<file path="src/hdl/clie_pkg.sv">
package clie_pkg;

  typedef enum logic [1:0] {
    OP_RAW  = 2'd0,
    OP_DEC  = 2'd1,
    OP_GOTO = 2'd2,
    OP_BCD  = 2'd3
  } op_e;

  // LCD bytes per request, at most
  localparam int unsigned SLOTS = 4;
  localparam int unsigned QUEUE_DEPTH = 2;
  localparam int unsigned QPTR_W = $clog2(QUEUE_DEPTH);
  localparam int unsigned QCNT_W = $clog2(QUEUE_DEPTH + 1);

  localparam logic [7:0] CHAR_ZERO  = 8'h30;
  localparam logic [7:0] CHAR_SPACE = 8'h20;
  localparam logic [6:0] DIGIT_MAX  = 7'd9;

  // floor(v / d) == (v * RECIP) >> SHIFT for every 16-bit v
  localparam logic [16:0] RECIP_10   = 17'd52429;
  localparam int unsigned SHIFT_10   = 19;
  localparam logic [17:0] RECIP_100  = 18'd167773;
  localparam int unsigned SHIFT_100  = 24;
  localparam logic [16:0] RECIP_1000 = 17'd67109;
  localparam int unsigned SHIFT_1000 = 26;

  typedef struct packed {
    logic [SLOTS-1:0][7:0] bytes;
    logic [SLOTS-1:0]      mask;
    logic                  rs;
    logic                  rw;
    logic                  bl;
  } lcd_entry_t;

  function automatic logic [7:0] row_base(input logic [1:0] row);
    logic [7:0] base;
    case (row)
      2'd0:    base = 8'h80;
      2'd1:    base = 8'hC0;
      2'd2:    base = 8'h94;
      2'd3:    base = 8'hD4;
      default: base = 8'h80;
    endcase
    return base;
  endfunction

  function automatic logic [7:0] digit_char(input logic [3:0] d);
    return CHAR_ZERO | {4'h0, d};
  endfunction

endpackage

</file>
<file path="src/hdl/clie_if.sv">
interface clie_req_if;
  logic        valid;
  logic        ready;
  logic [1:0]  op;
  logic [15:0] value;
  logic [2:0]  digit_count;
  logic [4:0]  column;
  logic [1:0]  row;
  logic        reg_select;
  logic        read_write;
  logic        backlight;

  modport source (
    output valid, op, value, digit_count, column, row, reg_select, read_write, backlight,
    input  ready
  );
  modport sink (
    input  valid, op, value, digit_count, column, row, reg_select, read_write, backlight,
    output ready
  );
endinterface

interface clie_exp_if;
  logic       valid;
  logic       ready;
  logic [7:0] expander_byte;
  logic       last;

  modport source (output valid, expander_byte, last, input ready);
  modport sink (input valid, expander_byte, last, output ready);
endinterface

</file>
<file path="src/hdl/clie_front.sv">
module clie_front import clie_pkg::*; (
  input  logic       clk_i,
  input  logic       rst_ni,
  clie_req_if.sink   req_i,
  output lcd_entry_t entry_o,
  output logic       entry_valid_o,
  input  logic       entry_ready_i
);

  logic        s1_valid_q;
  op_e         op_q;
  logic [15:0] value_q;
  logic [2:0]  count_q;
  logic [4:0]  column_q;
  logic [1:0]  row_q;
  logic        rs_q;
  logic        rw_q;
  logic        bl_q;
  logic [12:0] q10_q;
  logic [9:0]  q100_q;
  logic [6:0]  q1000_q;

  logic [32:0] p10;
  logic [33:0] p100;
  logic [32:0] p1000;
  logic        accept;

  assign req_i.ready = !s1_valid_q || entry_ready_i;
  assign accept      = req_i.valid && req_i.ready;

  assign p10   = 33'(req_i.value) * 33'(RECIP_10);
  assign p100  = 34'(req_i.value) * 34'(RECIP_100);
  assign p1000 = 33'(req_i.value) * 33'(RECIP_1000);

  always_ff @(posedge clk_i or negedge rst_ni) begin
    if (!rst_ni) begin
      s1_valid_q <= 1'b0;
    end else if (req_i.ready) begin
      s1_valid_q <= req_i.valid;
    end
  end

  always_ff @(posedge clk_i) begin
    if (accept) begin
      op_q     <= op_e'(req_i.op);
      value_q  <= req_i.value;
      count_q  <= req_i.digit_count;
      column_q <= req_i.column;
      row_q    <= req_i.row;
      rs_q     <= req_i.reg_select;
      rw_q     <= req_i.read_write;
      bl_q     <= req_i.backlight;
      q10_q    <= p10[SHIFT_10 +: 13];
      q100_q   <= p100[SHIFT_100 +: 10];
      q1000_q  <= p1000[SHIFT_1000 +: 7];
    end
  end

  // remainders give the decimal digits
  logic [15:0] units_w;
  logic [12:0] tens_w;
  logic [9:0]  hund_w;
  logic [3:0]  units;
  logic [3:0]  tens;
  logic [3:0]  hund;
  logic        thou_zero;
  logic        thou_ok;
  logic        bin1;
  logic        bin2;
  logic        blank0;
  logic        blank1;
  logic        blank2;
  lcd_entry_t  entry;

  assign units_w = value_q - 16'(q10_q) * 16'd10;
  assign tens_w  = q10_q - 13'(q100_q) * 13'd10;
  assign hund_w  = q100_q - 10'(q1000_q) * 10'd10;
  assign units   = units_w[3:0];
  assign tens    = tens_w[3:0];
  assign hund    = hund_w[3:0];

  assign thou_zero = (q1000_q == 7'd0);
  assign thou_ok   = (q1000_q <= DIGIT_MAX);

  // with three or four digits shown, blanking runs from the leading digit while the digits stay zero; units always show
  assign blank0 = thou_zero;
  assign bin1   = (count_q == 3'd4) ? blank0 : 1'b1;
  assign blank1 = bin1 && (hund == 4'd0);
  assign bin2   = (count_q == 3'd3 || count_q == 3'd4) && blank1;
  assign blank2 = bin2 && (tens == 4'd0);

  always_comb begin
    entry       = '0;
    entry.bytes = '0;
    case (op_q)
      OP_RAW: begin
        entry.bytes[0] = value_q[7:0];
        entry.mask     = 4'b0001;
        entry.rs       = rs_q;
        entry.rw       = rw_q;
        entry.bl       = bl_q;
      end
      OP_DEC: begin
        entry.rs       = 1'b1;
        entry.rw       = 1'b0;
        entry.bl       = 1'b1;
        entry.bytes[0] = blank0 ? CHAR_SPACE : digit_char(q1000_q[3:0]);
        entry.bytes[1] = blank1 ? CHAR_SPACE : digit_char(hund);
        entry.bytes[2] = blank2 ? CHAR_SPACE : digit_char(tens);
        entry.bytes[3] = digit_char(units);
        entry.mask[0]  = (count_q == 3'd4) && (blank0 || thou_ok);
        entry.mask[1]  = (count_q == 3'd3) || (count_q == 3'd4);
        entry.mask[2]  = (count_q >= 3'd2) && (count_q <= 3'd4);
        entry.mask[3]  = (count_q >= 3'd1) && (count_q <= 3'd4);
      end
      OP_GOTO: begin
        entry.bytes[0] = row_base(row_q) + {3'b000, column_q};
        entry.mask     = 4'b0001;
        entry.rs       = 1'b0;
        entry.rw       = 1'b0;
        entry.bl       = 1'b1;
      end
      OP_BCD: begin
        entry.bytes[0] = digit_char(value_q[7:4]);
        entry.bytes[1] = digit_char(value_q[3:0]);
        entry.mask[0]  = (value_q[7:4] <= DIGIT_MAX[3:0]);
        entry.mask[1]  = (value_q[3:0] <= DIGIT_MAX[3:0]);
        entry.rs       = 1'b1;
        entry.rw       = 1'b0;
        entry.bl       = bl_q;
      end
      default: begin
        entry = '0;
      end
    endcase
  end

  assign entry_o       = entry;
  assign entry_valid_o = s1_valid_q;

endmodule

</file>
<file path="src/hdl/clie_queue.sv">
module clie_queue import clie_pkg::*; (
  input  logic       clk_i,
  input  logic       rst_ni,
  input  lcd_entry_t push_data_i,
  input  logic       push_valid_i,
  output logic       push_ready_o,
  output lcd_entry_t pop_data_o,
  output logic       pop_valid_o,
  input  logic       pop_i
);

  lcd_entry_t        mem_q [QUEUE_DEPTH];
  logic [QPTR_W-1:0] wr_ptr_q;
  logic [QPTR_W-1:0] rd_ptr_q;
  logic [QCNT_W-1:0] count_q;
  logic              push;
  logic              pop;

  assign push_ready_o = (count_q != QCNT_W'(QUEUE_DEPTH));
  assign pop_valid_o  = (count_q != '0);
  assign push         = push_valid_i && push_ready_o;
  assign pop          = pop_i && pop_valid_o;
  assign pop_data_o   = mem_q[rd_ptr_q];

  always_ff @(posedge clk_i or negedge rst_ni) begin
    if (!rst_ni) begin
      wr_ptr_q <= '0;
      rd_ptr_q <= '0;
      count_q  <= '0;
    end else begin
      if (push) begin
        wr_ptr_q <= (wr_ptr_q == QPTR_W'(QUEUE_DEPTH - 1)) ? '0 : wr_ptr_q + 1'b1;
      end
      if (pop) begin
        rd_ptr_q <= (rd_ptr_q == QPTR_W'(QUEUE_DEPTH - 1)) ? '0 : rd_ptr_q + 1'b1;
      end
      if (push && !pop) begin
        count_q <= count_q + 1'b1;
      end else if (pop && !push) begin
        count_q <= count_q - 1'b1;
      end
    end
  end

  always_ff @(posedge clk_i) begin
    if (push) begin
      mem_q[wr_ptr_q] <= push_data_i;
    end
  end

endmodule

</file>
<file path="src/hdl/clie_back.sv">
module clie_back import clie_pkg::*; (
  input  logic       clk_i,
  input  logic       rst_ni,
  input  lcd_entry_t entry_i,
  input  logic       entry_valid_i,
  output logic       entry_pop_o,
  clie_exp_if.source exp_o
);

  lcd_entry_t       cur_q;
  logic [SLOTS-1:0] mask_q;
  logic [1:0]       phase_q;
  logic             out_valid_q;
  logic [7:0]       out_byte_q;
  logic             out_last_q;

  logic [1:0]       sel;
  logic [SLOTS-1:0] sel_bit;
  logic [7:0]       lcd_byte;
  logic [3:0]       nib;
  logic             have;
  logic             load;
  logic             advance;
  logic             final_byte;
  logic             pop;

  always_comb begin
    if (mask_q[0]) begin
      sel = 2'd0;
    end else if (mask_q[1]) begin
      sel = 2'd1;
    end else if (mask_q[2]) begin
      sel = 2'd2;
    end else begin
      sel = 2'd3;
    end
  end

  assign sel_bit    = SLOTS'(1) << sel;
  assign lcd_byte   = cur_q.bytes[sel];
  assign nib        = phase_q[1] ? lcd_byte[3:0] : lcd_byte[7:4];
  assign have       = (mask_q != '0);
  assign load       = !out_valid_q || exp_o.ready;
  assign advance    = load && have;
  assign final_byte = (phase_q == 2'd3) && ((mask_q & ~sel_bit) == '0);
  // fetch the next request as the current one runs out
  assign pop        = entry_valid_i && (!have || (advance && final_byte));

  assign entry_pop_o = pop;

  always_ff @(posedge clk_i or negedge rst_ni) begin
    if (!rst_ni) begin
      mask_q      <= '0;
      phase_q     <= 2'd0;
      out_valid_q <= 1'b0;
    end else begin
      if (load) begin
        out_valid_q <= have;
      end
      if (pop) begin
        mask_q  <= entry_i.mask;
        phase_q <= 2'd0;
      end else if (advance) begin
        phase_q <= phase_q + 2'd1;
        if (phase_q == 2'd3) begin
          mask_q <= mask_q & ~sel_bit;
        end
      end
    end
  end

  always_ff @(posedge clk_i) begin
    if (pop) begin
      cur_q <= entry_i;
    end
    if (advance) begin
      // EN high on the first beat of each nibble, low on the second
      out_byte_q <= {nib, cur_q.bl, ~phase_q[0], cur_q.rw, cur_q.rs};
      out_last_q <= final_byte;
    end
  end

  assign exp_o.valid         = out_valid_q;
  assign exp_o.expander_byte = out_byte_q;
  assign exp_o.last          = out_last_q;

endmodule

</file>
<file path="src/hdl/char_lcd_i2c_expander_formatter.sv">
// Channel    Dir  Contents
// req_i      in   op, value, digit_count, column, row, reg_select, read_write, backlight
// exp_o      out  expander_byte, last (one byte per request beat)
//
// A request emits 4 expander bytes per LCD byte, 0 to 16 in all, one per cycle while exp_o.ready
// holds; that output register sets the rate.
// A request reaches its first byte through the digit stage, the two-entry queue,
// the back-end entry register and the output register.
// Requests that emit nothing still take one queue slot and a turn of the back end.
// Reset is asynchronous, active low, and empties the pipeline and queue.
// A stalled output holds its byte; the front and queue keep taking requests until full.
module char_lcd_i2c_expander_formatter import clie_pkg::*; (
  input  logic       clk_i,
  input  logic       rst_ni,
  clie_req_if.sink   req_i,
  clie_exp_if.source exp_o
);

  lcd_entry_t front_entry;
  logic       front_valid;
  logic       queue_ready;
  lcd_entry_t queue_entry;
  logic       queue_valid;
  logic       queue_pop;

  clie_front u_front (
    .clk_i         (clk_i),
    .rst_ni        (rst_ni),
    .req_i         (req_i),
    .entry_o       (front_entry),
    .entry_valid_o (front_valid),
    .entry_ready_i (queue_ready)
  );

  clie_queue u_queue (
    .clk_i        (clk_i),
    .rst_ni       (rst_ni),
    .push_data_i  (front_entry),
    .push_valid_i (front_valid),
    .push_ready_o (queue_ready),
    .pop_data_o   (queue_entry),
    .pop_valid_o  (queue_valid),
    .pop_i        (queue_pop)
  );

  clie_back u_back (
    .clk_i         (clk_i),
    .rst_ni        (rst_ni),
    .entry_i       (queue_entry),
    .entry_valid_i (queue_valid),
    .entry_pop_o   (queue_pop),
    .exp_o         (exp_o)
  );

endmodule

</file>
<file path="src/flat_wrapper.sv">
// flat-port wrapper written by rule: the top's interface ports become plain ports
module char_lcd_i2c_expander_formatter_flat import clie_pkg::*;
  (clk_i, rst_ni, req_i_valid, req_i_op, req_i_value, req_i_digit_count, req_i_column, req_i_row, req_i_reg_select, req_i_read_write, req_i_backlight, req_i_ready, exp_o_valid, exp_o_expander_byte, exp_o_last, exp_o_ready);
  clie_req_if req_i_i ();
  clie_exp_if exp_o_i ();
  input  logic clk_i;
  input  logic rst_ni;
  input wire logic [$bits(req_i_i.valid)-1:0] req_i_valid;
  input wire logic [$bits(req_i_i.op)-1:0] req_i_op;
  input wire logic [$bits(req_i_i.value)-1:0] req_i_value;
  input wire logic [$bits(req_i_i.digit_count)-1:0] req_i_digit_count;
  input wire logic [$bits(req_i_i.column)-1:0] req_i_column;
  input wire logic [$bits(req_i_i.row)-1:0] req_i_row;
  input wire logic [$bits(req_i_i.reg_select)-1:0] req_i_reg_select;
  input wire logic [$bits(req_i_i.read_write)-1:0] req_i_read_write;
  input wire logic [$bits(req_i_i.backlight)-1:0] req_i_backlight;
  output wire logic [$bits(req_i_i.ready)-1:0] req_i_ready;
  output wire logic [$bits(exp_o_i.valid)-1:0] exp_o_valid;
  output wire logic [$bits(exp_o_i.expander_byte)-1:0] exp_o_expander_byte;
  output wire logic [$bits(exp_o_i.last)-1:0] exp_o_last;
  input wire logic [$bits(exp_o_i.ready)-1:0] exp_o_ready;
  assign req_i_i.valid = req_i_valid;
  assign req_i_i.op = req_i_op;
  assign req_i_i.value = req_i_value;
  assign req_i_i.digit_count = req_i_digit_count;
  assign req_i_i.column = req_i_column;
  assign req_i_i.row = req_i_row;
  assign req_i_i.reg_select = req_i_reg_select;
  assign req_i_i.read_write = req_i_read_write;
  assign req_i_i.backlight = req_i_backlight;
  assign req_i_ready = req_i_i.ready;
  assign exp_o_valid = exp_o_i.valid;
  assign exp_o_expander_byte = exp_o_i.expander_byte;
  assign exp_o_last = exp_o_i.last;
  assign exp_o_i.ready = exp_o_ready;
  char_lcd_i2c_expander_formatter u_core (.clk_i(clk_i), .rst_ni(rst_ni), .req_i(req_i_i), .exp_o(exp_o_i));
endmodule
</file>
<file path="config.mk">
export PLATFORM = sky130hd
export DESIGN_NAME = char_lcd_i2c_expander_formatter_flat
export DESIGN_NICKNAME = d
export VERILOG_FILES = /design/src/hdl/clie_pkg.sv /design/src/hdl/clie_if.sv /design/src/hdl/clie_front.sv /design/src/hdl/clie_queue.sv /design/src/hdl/clie_back.sv /design/src/hdl/char_lcd_i2c_expander_formatter.sv /design/src/flat_wrapper.sv
export SDC_FILE = /design/constraint.sdc
export NUM_CORES = 1
export LEC_CHECK = 0
export ABC_AREA = 0
export BUFFER_PORTS_ARGS = -buffer_cell sky130_fd_sc_hd__buf_2
export CORE_MARGIN = 2
export CORE_UTILIZATION = 45
export DETAILED_ROUTE_END_ITERATION = 8
export MAX_ROUTING_LAYER = met4
export RECOVER_POWER = 100
export REMOVE_ABC_BUFFERS = 1
export SLEW_MARGIN = 10
export SYNTH_ARGS = -nofsm -noshare
export SYNTH_HDL_FRONTEND = slang
export SYNTH_HIERARCHICAL = 1
export SYNTH_SLANG_ARGS = --single-unit
</file>
<file path="constraint.sdc">
create_clock -name clk_i -period 9 [get_ports clk_i]
set_input_delay 0.45 -clock clk_i [delete_from_list [all_inputs] [get_ports clk_i]]
set_output_delay 0.45 -clock clk_i [all_outputs]
set_load 0.005 [all_outputs]
</file>
==> out/metrics.yaml, run 1 <==
outcome: "complete, but fails checks"
failed_checks: "capacitance limit, slew limit"
critical_path_required_ps: 9180
setup_viol: 0
clk_latency_ps: 440
die_area_um2: 40300
pwr-share-clk_pct: 11.8
peakVddDrop_v: 0.000224
row_count: 72
crit_arrival_ps: 6810
ys_top_cells_by_area: "edfxtp_1, fa_1, ha_1"
track_usage_pct: 21.4
antenna_cells: 0
worstHoldStart: "req_i_digit_count[1]"
cts-root-buf: "clkbuf_16"
relSlewSlack_pct: -106
leakage_nw: 8.91
power.density_nw_per_um2: 333
fin_crit_ps: 6620
grt_max_degree: 41
multi_input_area_um2: 10700
cp_max_fo: 14
layout-drive-gt1-share_pct: 8.45
netlist.area_leader.share_pct: 27.6
worst_setup_path_start_kind: "primary input"
p_int_mw: 3.46
synth_edf_count: 160
regArea_um2: 5100
drc_errors: 0
report.final.slew_viol_count: 200
fillCellCount: 3509
path_clk_slew_ps: 80
layout-area-overhead-vs-synth_pct: 7.59
post-cts-setup-buffers: 0
tightest_slew_ps: 3090
p_total_mw: 6.25
ant_nets: 0
share_comb_of_total_power_pct: 65.5
switching_power_mw: 2.79
nets: 2059
yosysMostFrequentCell: "inv_1"
antenna_found_initial: 0
initial_core_util_pct: 45.3
cp-startpoint: "req_i_value[5]"
drtIter0Drc: 434
tns_ps: 0
dpl.hpwl_um: 32200
core_area_um2: 38500
cts_max_level: 4
io_buffers: 45
rsz0062_at_grt: "no"
syn_avg_cell_area_um2: 11.9
maxCapViolations: 5
io_pins: 46
fp.dieW_um: 201
ys.flop_type: "edfxtp_1"
cts_buffer_depth: 2
synth.largest_area_cell: "edfxtp_1"
skew_ps: 16.2
first_global_vias: 11300
post-route-period-util_pct: 73.6
wl_per_cell_um: 19.5
pwr-share-seq_pct: 22.7
crit_type: "in2reg"
r2r-start: "u_core/u_back/mask_q[2]"
hp-class: "in2reg"
hold_viol: 0
ys_seq_elements: 172
die_h_um: 201
clock.fmax_mhz: 151
swShare_pct: 44.7
first_pass_iters: 5
grt_pass1_wl_um: 63300
clock-sinks: 172
place.gp.congestion: 0.884
totalWireLength_um: 39900
yosys-top-cells-count: "inv_1, ha_1, fa_1"
yosysSeqAreaShare_pct: 29.3
vias_per_cell: 5.12
vias: 10500
netlist_instances: 1461
synth_area_um2: 17400
async_reset_ff_share_pct: 6.98
critPathCaptureType: "register"
numCtsBuffers: 17
synth.distinct_cells: 74
grt_overflow_total: 0
cts_tree: "done"
synth_warnings: 6
[placed cells by master (no fill, tap or decap), types with 5 or more instances in the layout]
| master | count |
|---|---|
| a211oi_1 | 9 |
| a21o_1 | 11 |
| a21oi_1 | 28 |
| a22o_1 | 5 |
| a31oi_1 | 7 |
| and2_0 | 7 |
| and3_1 | 6 |
| buf_2 | 30 |
| clkbuf_1 | 19 |
| clkbuf_16 | 17 |
| conb_1 | 6 |
| dfrtp_1 | 12 |
| edfxtp_1 | 160 |
| fa_1 | 205 |
| ha_1 | 306 |
| inv_1 | 376 |
| mux2_2 | 39 |
| mux2i_1 | 13 |
| mux4_2 | 8 |
| nand2_1 | 33 |
| nand2b_1 | 8 |
| nand3_1 | 9 |
| nand4_1 | 7 |
| nor2_1 | 31 |
| nor2b_1 | 5 |
| nor3_1 | 10 |
| nor4_1 | 5 |
| o211ai_1 | 6 |
| o21ai_0 | 28 |
| xnor2_1 | 32 |
| xor2_1 | 11 |
[layer usage]
layer / vias up / GRT usage [%] / wire (um)
met4: 0 / 5.08 / 693
met2: 226 / 36.6 / 20200
met3: 37 / 2.63 / 1470
met1: 5279 / 27.2 / 17500
li1: 4931 / - / -
met5: - / - / 0
[power groups by stage]
stage | Combinational [mW] | Clock (mW) | Sequential (mW)
global placement | 4.04 | 0 | 1.42
global route | 4.69 | 0.778 | 1.45
CTS | 4.17 | 0.750 | 1.41
floorplan | 3.03 | 0 | 1.40
finish | 4.09 | 0.737 | 1.42
detailed placement | 4.14 | 0 | 1.43
[flip-flops by register name (all words and copies together), names as in the netlist]
signal	count
u_core/u_front/column_q	5
u_core/u_front/rw_q	1
u_core/u_front/q10_q	4
u_core/u_back/exp_o.expander_byte	8
u_core/u_front/count_q	3
u_core/u_back/mask_q	4
u_core/u_front/bl_q	1
u_core/u_back/cur_q	35
u_core/u_front/rs_q	1
u_core/u_front/entry_valid_o	1
u_core/u_queue/wr_ptr_q	1
u_core/u_back/exp_o.valid	1
u_core/u_queue/mem_q	78
u_core/u_front/q1000_q	7
u_core/u_back/exp_o.last	1
u_core/u_front/op_q	2
u_core/u_back/phase_q	2
u_core/u_front/value_q	8
u_core/u_front/q100_q	4
u_core/u_queue/count_q	2
u_core/u_front/row_q	2
u_core/u_queue/rd_ptr_q	1
[worst max-delay path, stage by stage]
cell and delay [ps]:
clkbuf_1 740, inv_1 330, ha_1 420, inv_1 160
fa_1 540, inv_1 60, fa_1 490, inv_1 50
fa_1 460, fa_1 570, inv_1 60, fa_1 530
inv_1 40, ha_1 310, nand3_1 120, a211oi_1 240
a211oi_1 60, o21ai_0 780, mux2i_1 280, nand4_1 90
[path summary, 6_finish.rpt]
check,end,slack [ps],cells after the start
worst max-delay path,u_core/u_front/q100_q[3],2380,20
worst min-delay path,u_core/u_front/count_q[1],190,1
worst max register to register,u_core/u_back/cur_q[9],5080,4
worst min register to register,u_core/u_back/exp_o.expander_byte[1],420,0
max in group asynchronous,u_core/u_back/mask_q[0],7980,2
min in group asynchronous,u_core/u_back/mask_q[1],580,2
[cells by family after synthesis]
group                    synth area share (%)
AO/OA/AOI/OAI                            5.29
XOR/XNOR                                 2.16
adder cells (fa/ha/maj)                  45.6
buffers and inverters                    8.96
flip-flops                               29.3
multiplexers                             4.30
other                                  0.0215
AND/OR/NAND/NOR                          4.37
[through the flow]
step / utilization [%] / cell area, um^2 / cells / hold slack, ps / setup slack (ps)
finish: 48.7 / 18700 / 2044 / 194 / 2380
global route: 48.7 / 18700 / 2044 / 175 / 2020
CTS: 48.9 / 18800 / 2044 / 175 / 3190
detailed placement: 47.4 / 18200 / 2011 / 351 / 2730
global placement: 47.4 / 18200 / 2011 / 352 / 2760
floorplan: - / 17300 / 1444 / 154 / 3790
[final cells by class]
| cell class | instances | share of cell area (%) |
|---|---|---|
| multi-input cells | 895 | 57.3 |
| flip-flops and latches | 172 | 27.2 |
| inverters | 377 | 7.55 |
| well taps | 518 | 3.46 |
| clock buffers | 17 | 2.27 |
| repair buffers | 50 | 1.23 |
| clock inverters | 15 | 0.928 |
[what timing repair did]
item | in CTS | in global routing
hold endpoints to repair | 12 | 0
hold buffers | 1 | 0
gates resized for setup | 0 | 0
Note: power is estimated with default switching activity, not from simulation.
==> run 2: changes to the inputs <==
==> constraint.sdc (replaced) <==
create_clock -name clk_i -period 6.6 [get_ports clk_i]
set_input_delay 0.33 -clock clk_i [delete_from_list [all_inputs] [get_ports clk_i]]
set_output_delay 0.33 -clock clk_i [all_outputs]
set_load 0.005 [all_outputs]
==> run 2 against run 1 <==
Against the previous run:
- the flow still finishes with violations (capacitance limit, slew limit)
- clock skew fell by 0.88 ps
- clock power rose by 27%
- die area is the same
- combinational power is 38% higher
- largest power group unchanged
- routed wire length up 0.59%
- highest routed layer unchanged
==> out/metrics.yaml, run 2 (synthesis results as in run 1) <==
cts_hold_buf: 1  # unchanged
min_path_cells: 1  # unchanged
top_layer: "met4"  # unchanged
fillCellCount: 3573  # was 3509
largest_register: "u_core/u_queue/mem_q"  # unchanged
clk_latency_ps: 440  # about the same
clock.fmax_mhz: 168
tightest_slew_ps: 2980  # was 3090 ps
cp_slowest_cell: "clkbuf_1"  # was o21ai_0
numCtsBuffers: 17  # unchanged
wl_per_cell_um: 19.6  # was 19.5 um
totalWireLength_um: 40100  # was 39900 um
failed_checks: "capacitance limit, slew limit"  # unchanged
post-cts-setup-buffers: 0  # unchanged
fp.dieW_um: 201  # unchanged
layout-drive-gt1-share_pct: 9.06  # was 8.45%
r2r_end: "u_core/u_back/cur_q[0]"  # was u_core/u_back/cur_q[9]
reg.largest.list: "u_core/u_queue/mem_q x78, u_core/u_back/cur_q x35"  # unchanged
report.final.slew_viol_count: 200  # unchanged
initial_core_util_pct: 45.3  # unchanged
core_area_um2: 38500  # unchanged
setup_viol: 0  # unchanged
critical_path_required_ps: 6760  # was 9180 ps
crit_arrival_ps: 6110  # was 6810 ps
vias: 10500  # about the same
die_h_um: 201  # unchanged
cts_resized: 0  # unchanged
die_area_um2: 40300  # unchanged
crit_top_cell: "inv_1"  # unchanged
io_pins: 46  # unchanged
path_clk_slew_ps: 70  # was 80 ps
relSlewSlack_pct: -98.8  # was -106%
grt_pass1_wl_um: 63700  # was 63300 um
ff2ff_setup_slack_ps: 2640  # was 5080 ps
cts_max_level: 4  # unchanged
row_count: 72  # unchanged
io_buffers: 45  # unchanged
drc_errors: 0  # unchanged
worst_r2r_path_depth: 4  # unchanged
first_pass_iters: 4  # was 5
critPathCaptureType: "register"  # unchanged
post-route-period-util_pct: 90.1
cts-root-buf: "clkbuf_16"  # unchanged
hold_end: "u_core/u_front/bl_q"  # was u_core/u_front/count_q[1]
cp_max_fo: 12  # was 14
grt_overflow_total: 0  # unchanged
power.density_nw_per_um2: 453  # was 333 nW/um^2
mostFrequentLayoutCells: "inv_1, ha_1, fa_1, edfxtp_1, mux2_2"  # unchanged
hold_viol: 0  # unchanged
final_util_pct: 48.8  # was 48.7%
drt-met1-wl_um: 17700  # was 17500 um
skew_ps: 15.3  # was 16.2 ps
layout-area-overhead-vs-synth_pct: 7.66  # was 7.59%
slowest_delay_ps: 730  # was 780 ps
ant_nets: 0  # unchanged
maxCapViolations: 5  # unchanged
hp-class: "in2reg"  # unchanged
wl_met2_um: 20600  # was 20200 um
place.gp.congestion: 0.936  # was 0.884
grt_max_degree: 41  # unchanged
cts_buffer_depth: 2  # unchanged
first_global_vias: 11300  # about the same
rsz0062_at_grt: "no"  # unchanged
largest_reg_flops: 78  # unchanged
antenna_cells: 0  # unchanged
vias_per_cell: 5.09  # was 5.12
clock-sinks: 172  # unchanged
track_usage_pct: 21.6  # was 21.4%
worstHoldStart: "req_i_backlight"  # was req_i_digit_count[1]
r2r-start: "u_core/u_back/mask_q[2]"  # unchanged
cp_cell_sequence: "clkbuf_1 -> ha_1 -> inv_1 -> fa_1 -> inv_1 -> fa_1 -> inv_1 -> fa_1 -> inv_1 -> fa_1 -> inv_1 -> fa_1 -> inv_1 -> ha_1 -> a211oi_1 -> o21ai_0 -> a32oi_1 -> o21ai_0 -> buf_4 -> a31oi_1"  # was clkbuf_1 -> inv_1 -> ha_1 -> inv_1 -> fa_1 -> inv_1 -> fa_1 -> inv_1 -> fa_1 -> fa_1 -> inv_1 -> fa_1 -> inv_1 -> ha_1 -> nand3_1 -> a211oi_1 -> a211oi_1 -> o21ai_0 -> mux2i_1 -> nand4_1
peakVddDrop_v: 0.000310  # was 0.000224 V
fin_crit_ps: 5950
final_common_cell: "inv_1"  # unchanged
outcome: "complete, but fails checks"  # unchanged
cts_tree: "done"  # unchanged
leakage_nw: 8.92  # was 8.91 nW
dpl.hpwl_um: 32700  # was 32200 um
worst_setup_path_start_kind: "primary input"  # unchanged
crit_type: "in2reg"  # unchanged
wl_met3_um: 1090  # was 1470 um
tns_ps: 0  # unchanged
drtIter0Drc: 456  # was 434
antenna_found_initial: 0  # unchanged
nets: 2068  # was 2059
[run 2: changes by cell type in the layout (fill, tap and decap cells not counted), sizes merged]
cell	change
buf	+11
clkinv	-5
clkinvlp	+3
inv	+2
bufinv	-1
clkbuf	-1
[run 2: worst max-delay path by stage]
stage,endpoint,start,slack (ps),cells after the start
global placement,u_core/u_front/q100_q[0],req_i_value[1],750,20
detailed placement,u_core/u_front/q100_q[0],req_i_value[5],700,20
floorplan,u_core/u_front/q100_q[3],req_i_value[1],1510,19
finish,u_core/u_front/q100_q[0],req_i_value[4],650,20
global route,u_core/u_front/q100_q[0],req_i_value[7],470,17
CTS,u_core/u_front/q100_q[0],req_i_value[5],1160,20
[run 2: through the flow]
stage	worst slack [ps]	hold slack (ps)	total power [mW]	instance area, um^2	instances
finish	654	69.3	8.49	18800	2053
global route	475	42.3	9.45	18800	2053
CTS	1160	44.0	8.60	18800	2053
detailed placement	701	231	7.61	18300	2020
global placement	751	230	7.48	18300	2020
floorplan	1510	34.4	6.05	17300	1444
[run 2: per-layer routing]
layer,global-route usage (%),up-vias
met1,27.3,5277
met5,-,-
li1,-,4951
met3,2.03,44
met4,5.42,0
met2,37.6,180
[run 2: cell type report]
class	instances	area (um^2)	share of cell area, %
Timing Repair Buffer	59	294	1.57
Tap cell	518	648	3.46
Inverter	377	1420	7.55
Multi-Input combinational cell	895	10700	57.3
Clock inverter	14	121	0.647
Sequential cell	172	5100	27.2
Clock buffer	18	429	2.29
[run 2: where the power goes]
group          internal (mW)  switching (mW)
clock network          0.495           0.443
logic                   2.45            3.18
registers               1.74           0.183
total                   4.69            3.81
[run 2: worst max-delay path: cells and delay by family]
kind,cells,cell delay (ps)
adder cells (fa/ha/maj),7,3180
buffers and inverters,8,1330
AO/OA/AOI/OAI,5,1260
==> run 3: changes to the inputs <==
==> constraint.sdc (replaced) <==
create_clock -name clk_i -period 6.6 [get_ports clk_i]
set_input_delay 1.32 -clock clk_i [delete_from_list [all_inputs] [get_ports clk_i]]
set_output_delay 1.32 -clock clk_i [all_outputs]
set_load 0.005 [all_outputs]
==> run 3 against run 2 <==
Against the previous run:
- total power decreased by 0.78%
- largest power group unchanged
- non-clock buffer count is 37 higher
- the run still ends with capacitance limit, slew limit left
- critical endpoint is now u_core/u_front/q100_q[3]
- clock power is 2% higher
- first-iteration DRC count decreased by 4.6%
- worst setup slack lost 230 ps
- largest cell class unchanged
- global-route usage rose by 0.075 points
- final area rose by 1.6%
==> out/metrics.yaml, run 3 (synthesis results as in run 1) <==
outcome: "complete, but fails checks"  # unchanged
failed_checks: "capacitance limit, slew limit"  # unchanged
cp-startpoint: "req_i_value[4]"  # unchanged
cts_tree: "done"  # unchanged
fin_crit_ps: 6170  # was 5950 ps
grt_max_degree: 41  # unchanged
crit_arrival_ps: 6350  # was 6110 ps
layout-drive-gt1-share_pct: 11.6  # was 9.06%
report.final.slew_viol_count: 200  # unchanged
crit_end: "u_core/u_front/q100_q[3]"  # was u_core/u_front/q100_q[0]
setup_viol: 0  # unchanged
dpl.hpwl_um: 33600  # was 32700 um
vias_per_cell: 5.08  # was 5.09
track_usage_pct: 21.7  # was 21.6%
critPathCaptureType: "register"  # unchanged
layout-area-overhead-vs-synth_pct: 9.39  # was 7.66%
cts_hold_buf: 0  # was 1
nets: 2105  # was 2068
tns_ps: 0  # unchanged
leakage_nw: 9.13  # was 8.92 nW
antenna_cells: 0  # unchanged
fp.dieW_um: 201  # unchanged
clk_latency_ps: 440  # about the same
r2r_end: "u_core/u_back/cur_q[20]"  # was u_core/u_back/cur_q[0]
maxCapViolations: 5  # unchanged
place.gp.congestion: 0.941  # was 0.936
io_pins: 46  # unchanged
row_count: 72  # unchanged
hold_viol: 0  # unchanged
rsz0062_at_grt: "no"  # unchanged
final_cell_area_um2: 19100  # was 18800 um^2
cts_buffer_depth: 2  # unchanged
cp_slowest_cell: "fa_1"  # was clkbuf_1
post-route-period-util_pct: 93.5  # was 90.1%
ff2ff_setup_slack_ps: 2600  # was 2640 ps
clock-sinks: 172  # unchanged
clock.fmax_mhz: 162  # was 168 MHz
r2r-start: "u_core/u_back/mask_q[2]"  # unchanged
wl_per_cell_um: 19.2  # was 19.6 um
power.density_nw_per_um2: 442  # was 453 nW/um^2
slowest_delay_ps: 610  # was 730 ps
cp_max_fo: 6  # was 12
tightest_slew_ps: 2930  # was 2980 ps
post-cts-setup-buffers: 0  # unchanged
crit_type: "in2reg"  # unchanged
reg.largest.list: "u_core/u_queue/mem_q x78, u_core/u_back/cur_q x35"  # unchanged
peakVddDrop_v: 0.000300  # was 0.000310 V
cts-root-buf: "clkbuf_16"  # unchanged
antenna_found_initial: 0  # unchanged
worst_r2r_path_depth: 4  # unchanged
core_area_um2: 38500  # unchanged
crit_top_cell: "fa_1"  # was inv_1
worst_setup_path_start_kind: "primary input"  # unchanged
io_buffers: 45  # unchanged
hp-class: "reg2reg"  # was in2reg
die_h_um: 201  # unchanged
fillCellCount: 3507  # was 3573
relSlewSlack_pct: -95.3  # was -98.8%
cp_cell_sequence: "buf_2 -> fa_1 -> inv_1 -> fa_1 -> inv_1 -> fa_1 -> fa_1 -> fa_1 -> inv_1 -> fa_1 -> inv_1 -> ha_1 -> nand4_1 -> nor3_1 -> a211oi_1 -> o21ai_1 -> clkbuf_1 -> mux2i_1 -> nand4_1"  # was clkbuf_1 -> ha_1 -> inv_1 -> fa_1 -> inv_1 -> fa_1 -> inv_1 -> fa_1 -> inv_1 -> fa_1 -> inv_1 -> fa_1 -> inv_1 -> ha_1 -> a211oi_1 -> o21ai_0 -> a32oi_1 -> o21ai_0 -> buf_4 -> a31oi_1
vias: 10600  # was 10500
mostFrequentLayoutCells: "inv_1, ha_1, fa_1, edfxtp_1, buf_4"  # was inv_1, ha_1, fa_1, edfxtp_1, mux2_2
drtIter0Drc: 435  # was 456
cts_resized: 0  # unchanged
initial_core_util_pct: 45.3  # unchanged
cts_max_level: 4  # unchanged
place_area_um2: 18600  # was 18300 um^2
skew_ps: 14.5  # was 15.3 ps
crit_family: "adder cells"  # unchanged
crit_cells: 19  # was 20
crit_buf_inv: 6  # was 8
grt_overflow_total: 0  # unchanged
drc_errors: 0  # unchanged
first_global_vias: 11600  # was 11300
path_clk_slew_ps: 70  # about the same
largest_reg_flops: 78  # unchanged
numCtsBuffers: 17  # unchanged
ant_nets: 0  # unchanged
first_pass_iters: 5  # was 4
die_area_um2: 40300  # unchanged
critical_path_required_ps: 6780  # was 6760 ps
totalWireLength_um: 40100  # about the same
largest_register: "u_core/u_queue/mem_q"  # unchanged
grt_pass1_wl_um: 64200  # was 63700 um
worstHoldStart: "u_core/u_back/cur_q[2]"  # was req_i_backlight
final_common_cell: "inv_1"  # unchanged
==> run 3: where the power goes <==
part | internal, mW | total [mW] | switching, mW
clock | 0.527 | 0.958 | 0.431
combinational | 2.44 | 5.54 | 3.10
sequential | 1.74 | 1.93 | 0.193
total | 4.71 | 8.43 | 3.72
==> run 3: routing by layer <==
layer | vias to the layer above | share of wire [%] | global-route usage, %
met5 | - | 0 | -
met4 | 0 | 1.7 | 5.03
met3 | 40 | 3.6 | 2.34
met2 | 198 | 52 | 38.2
met1 | 5364 | 43 | 27.0
li1 | 5025 | - | -
==> run 3: cell type report <==
| cell class | count | area, um^2 | share of cell area, % |
|---|---|---|---|
| timing repair buffer | 96 | 572 | 3.00 |
| multi-input combinational | 895 | 10800 | 56.4 |
| sequential | 172 | 5100 | 26.8 |
| tap | 518 | 648 | 3.40 |
| clock buffer | 18 | 429 | 2.25 |
| inverter | 377 | 1420 | 7.43 |
| clock inverter | 14 | 135 | 0.709 |
==> run 3: worst min-delay path by stage <==
| stage | end | slack [ps] | cells past startpoint |
|---|---|---|---|
| 2_1_floorplan | u_core/u_back/exp_o.expander_byte[0] | 400 | 0 |
| 3_3_place_gp | u_core/u_back/exp_o.expander_byte[0] | 410 | 0 |
| 5_1_grt | u_core/u_back/exp_o.expander_byte[0] | 440 | 0 |
| 4_1_cts | u_core/u_back/exp_o.expander_byte[0] | 420 | 0 |
| 6_report | u_core/u_back/exp_o.expander_byte[0] | 420 | 0 |
| 3_5_place_dp | u_core/u_back/exp_o.expander_byte[0] | 410 | 0 |
==> run 3: worst register-to-register path: stages, from the launching register on <==
cell	delay (ps)
dfrtp_1	640
maj3_1	480
or4b_1	490
a21boi_0	300
clkbuf_1	1620
==> run 3: metrics by stage <==
| stage | instances | setup slack, ps | hold WS [ps] | power [mW] | utilization [%] |
|---|---|---|---|---|---|
| after floorplan | 1444 | 523 | 400 | 6.05 | - |
| after global placement | 2058 | 177 | 407 | 7.40 | 48.3 |
| after detailed placement | 2058 | 123 | 406 | 7.55 | 48.3 |
| after CTS | 2090 | 587 | 421 | 8.56 | 49.7 |
| after global routing | 2090 | 181 | 440 | 9.38 | 49.5 |
| final | 2090 | 428 | 417 | 8.43 | 49.5 |
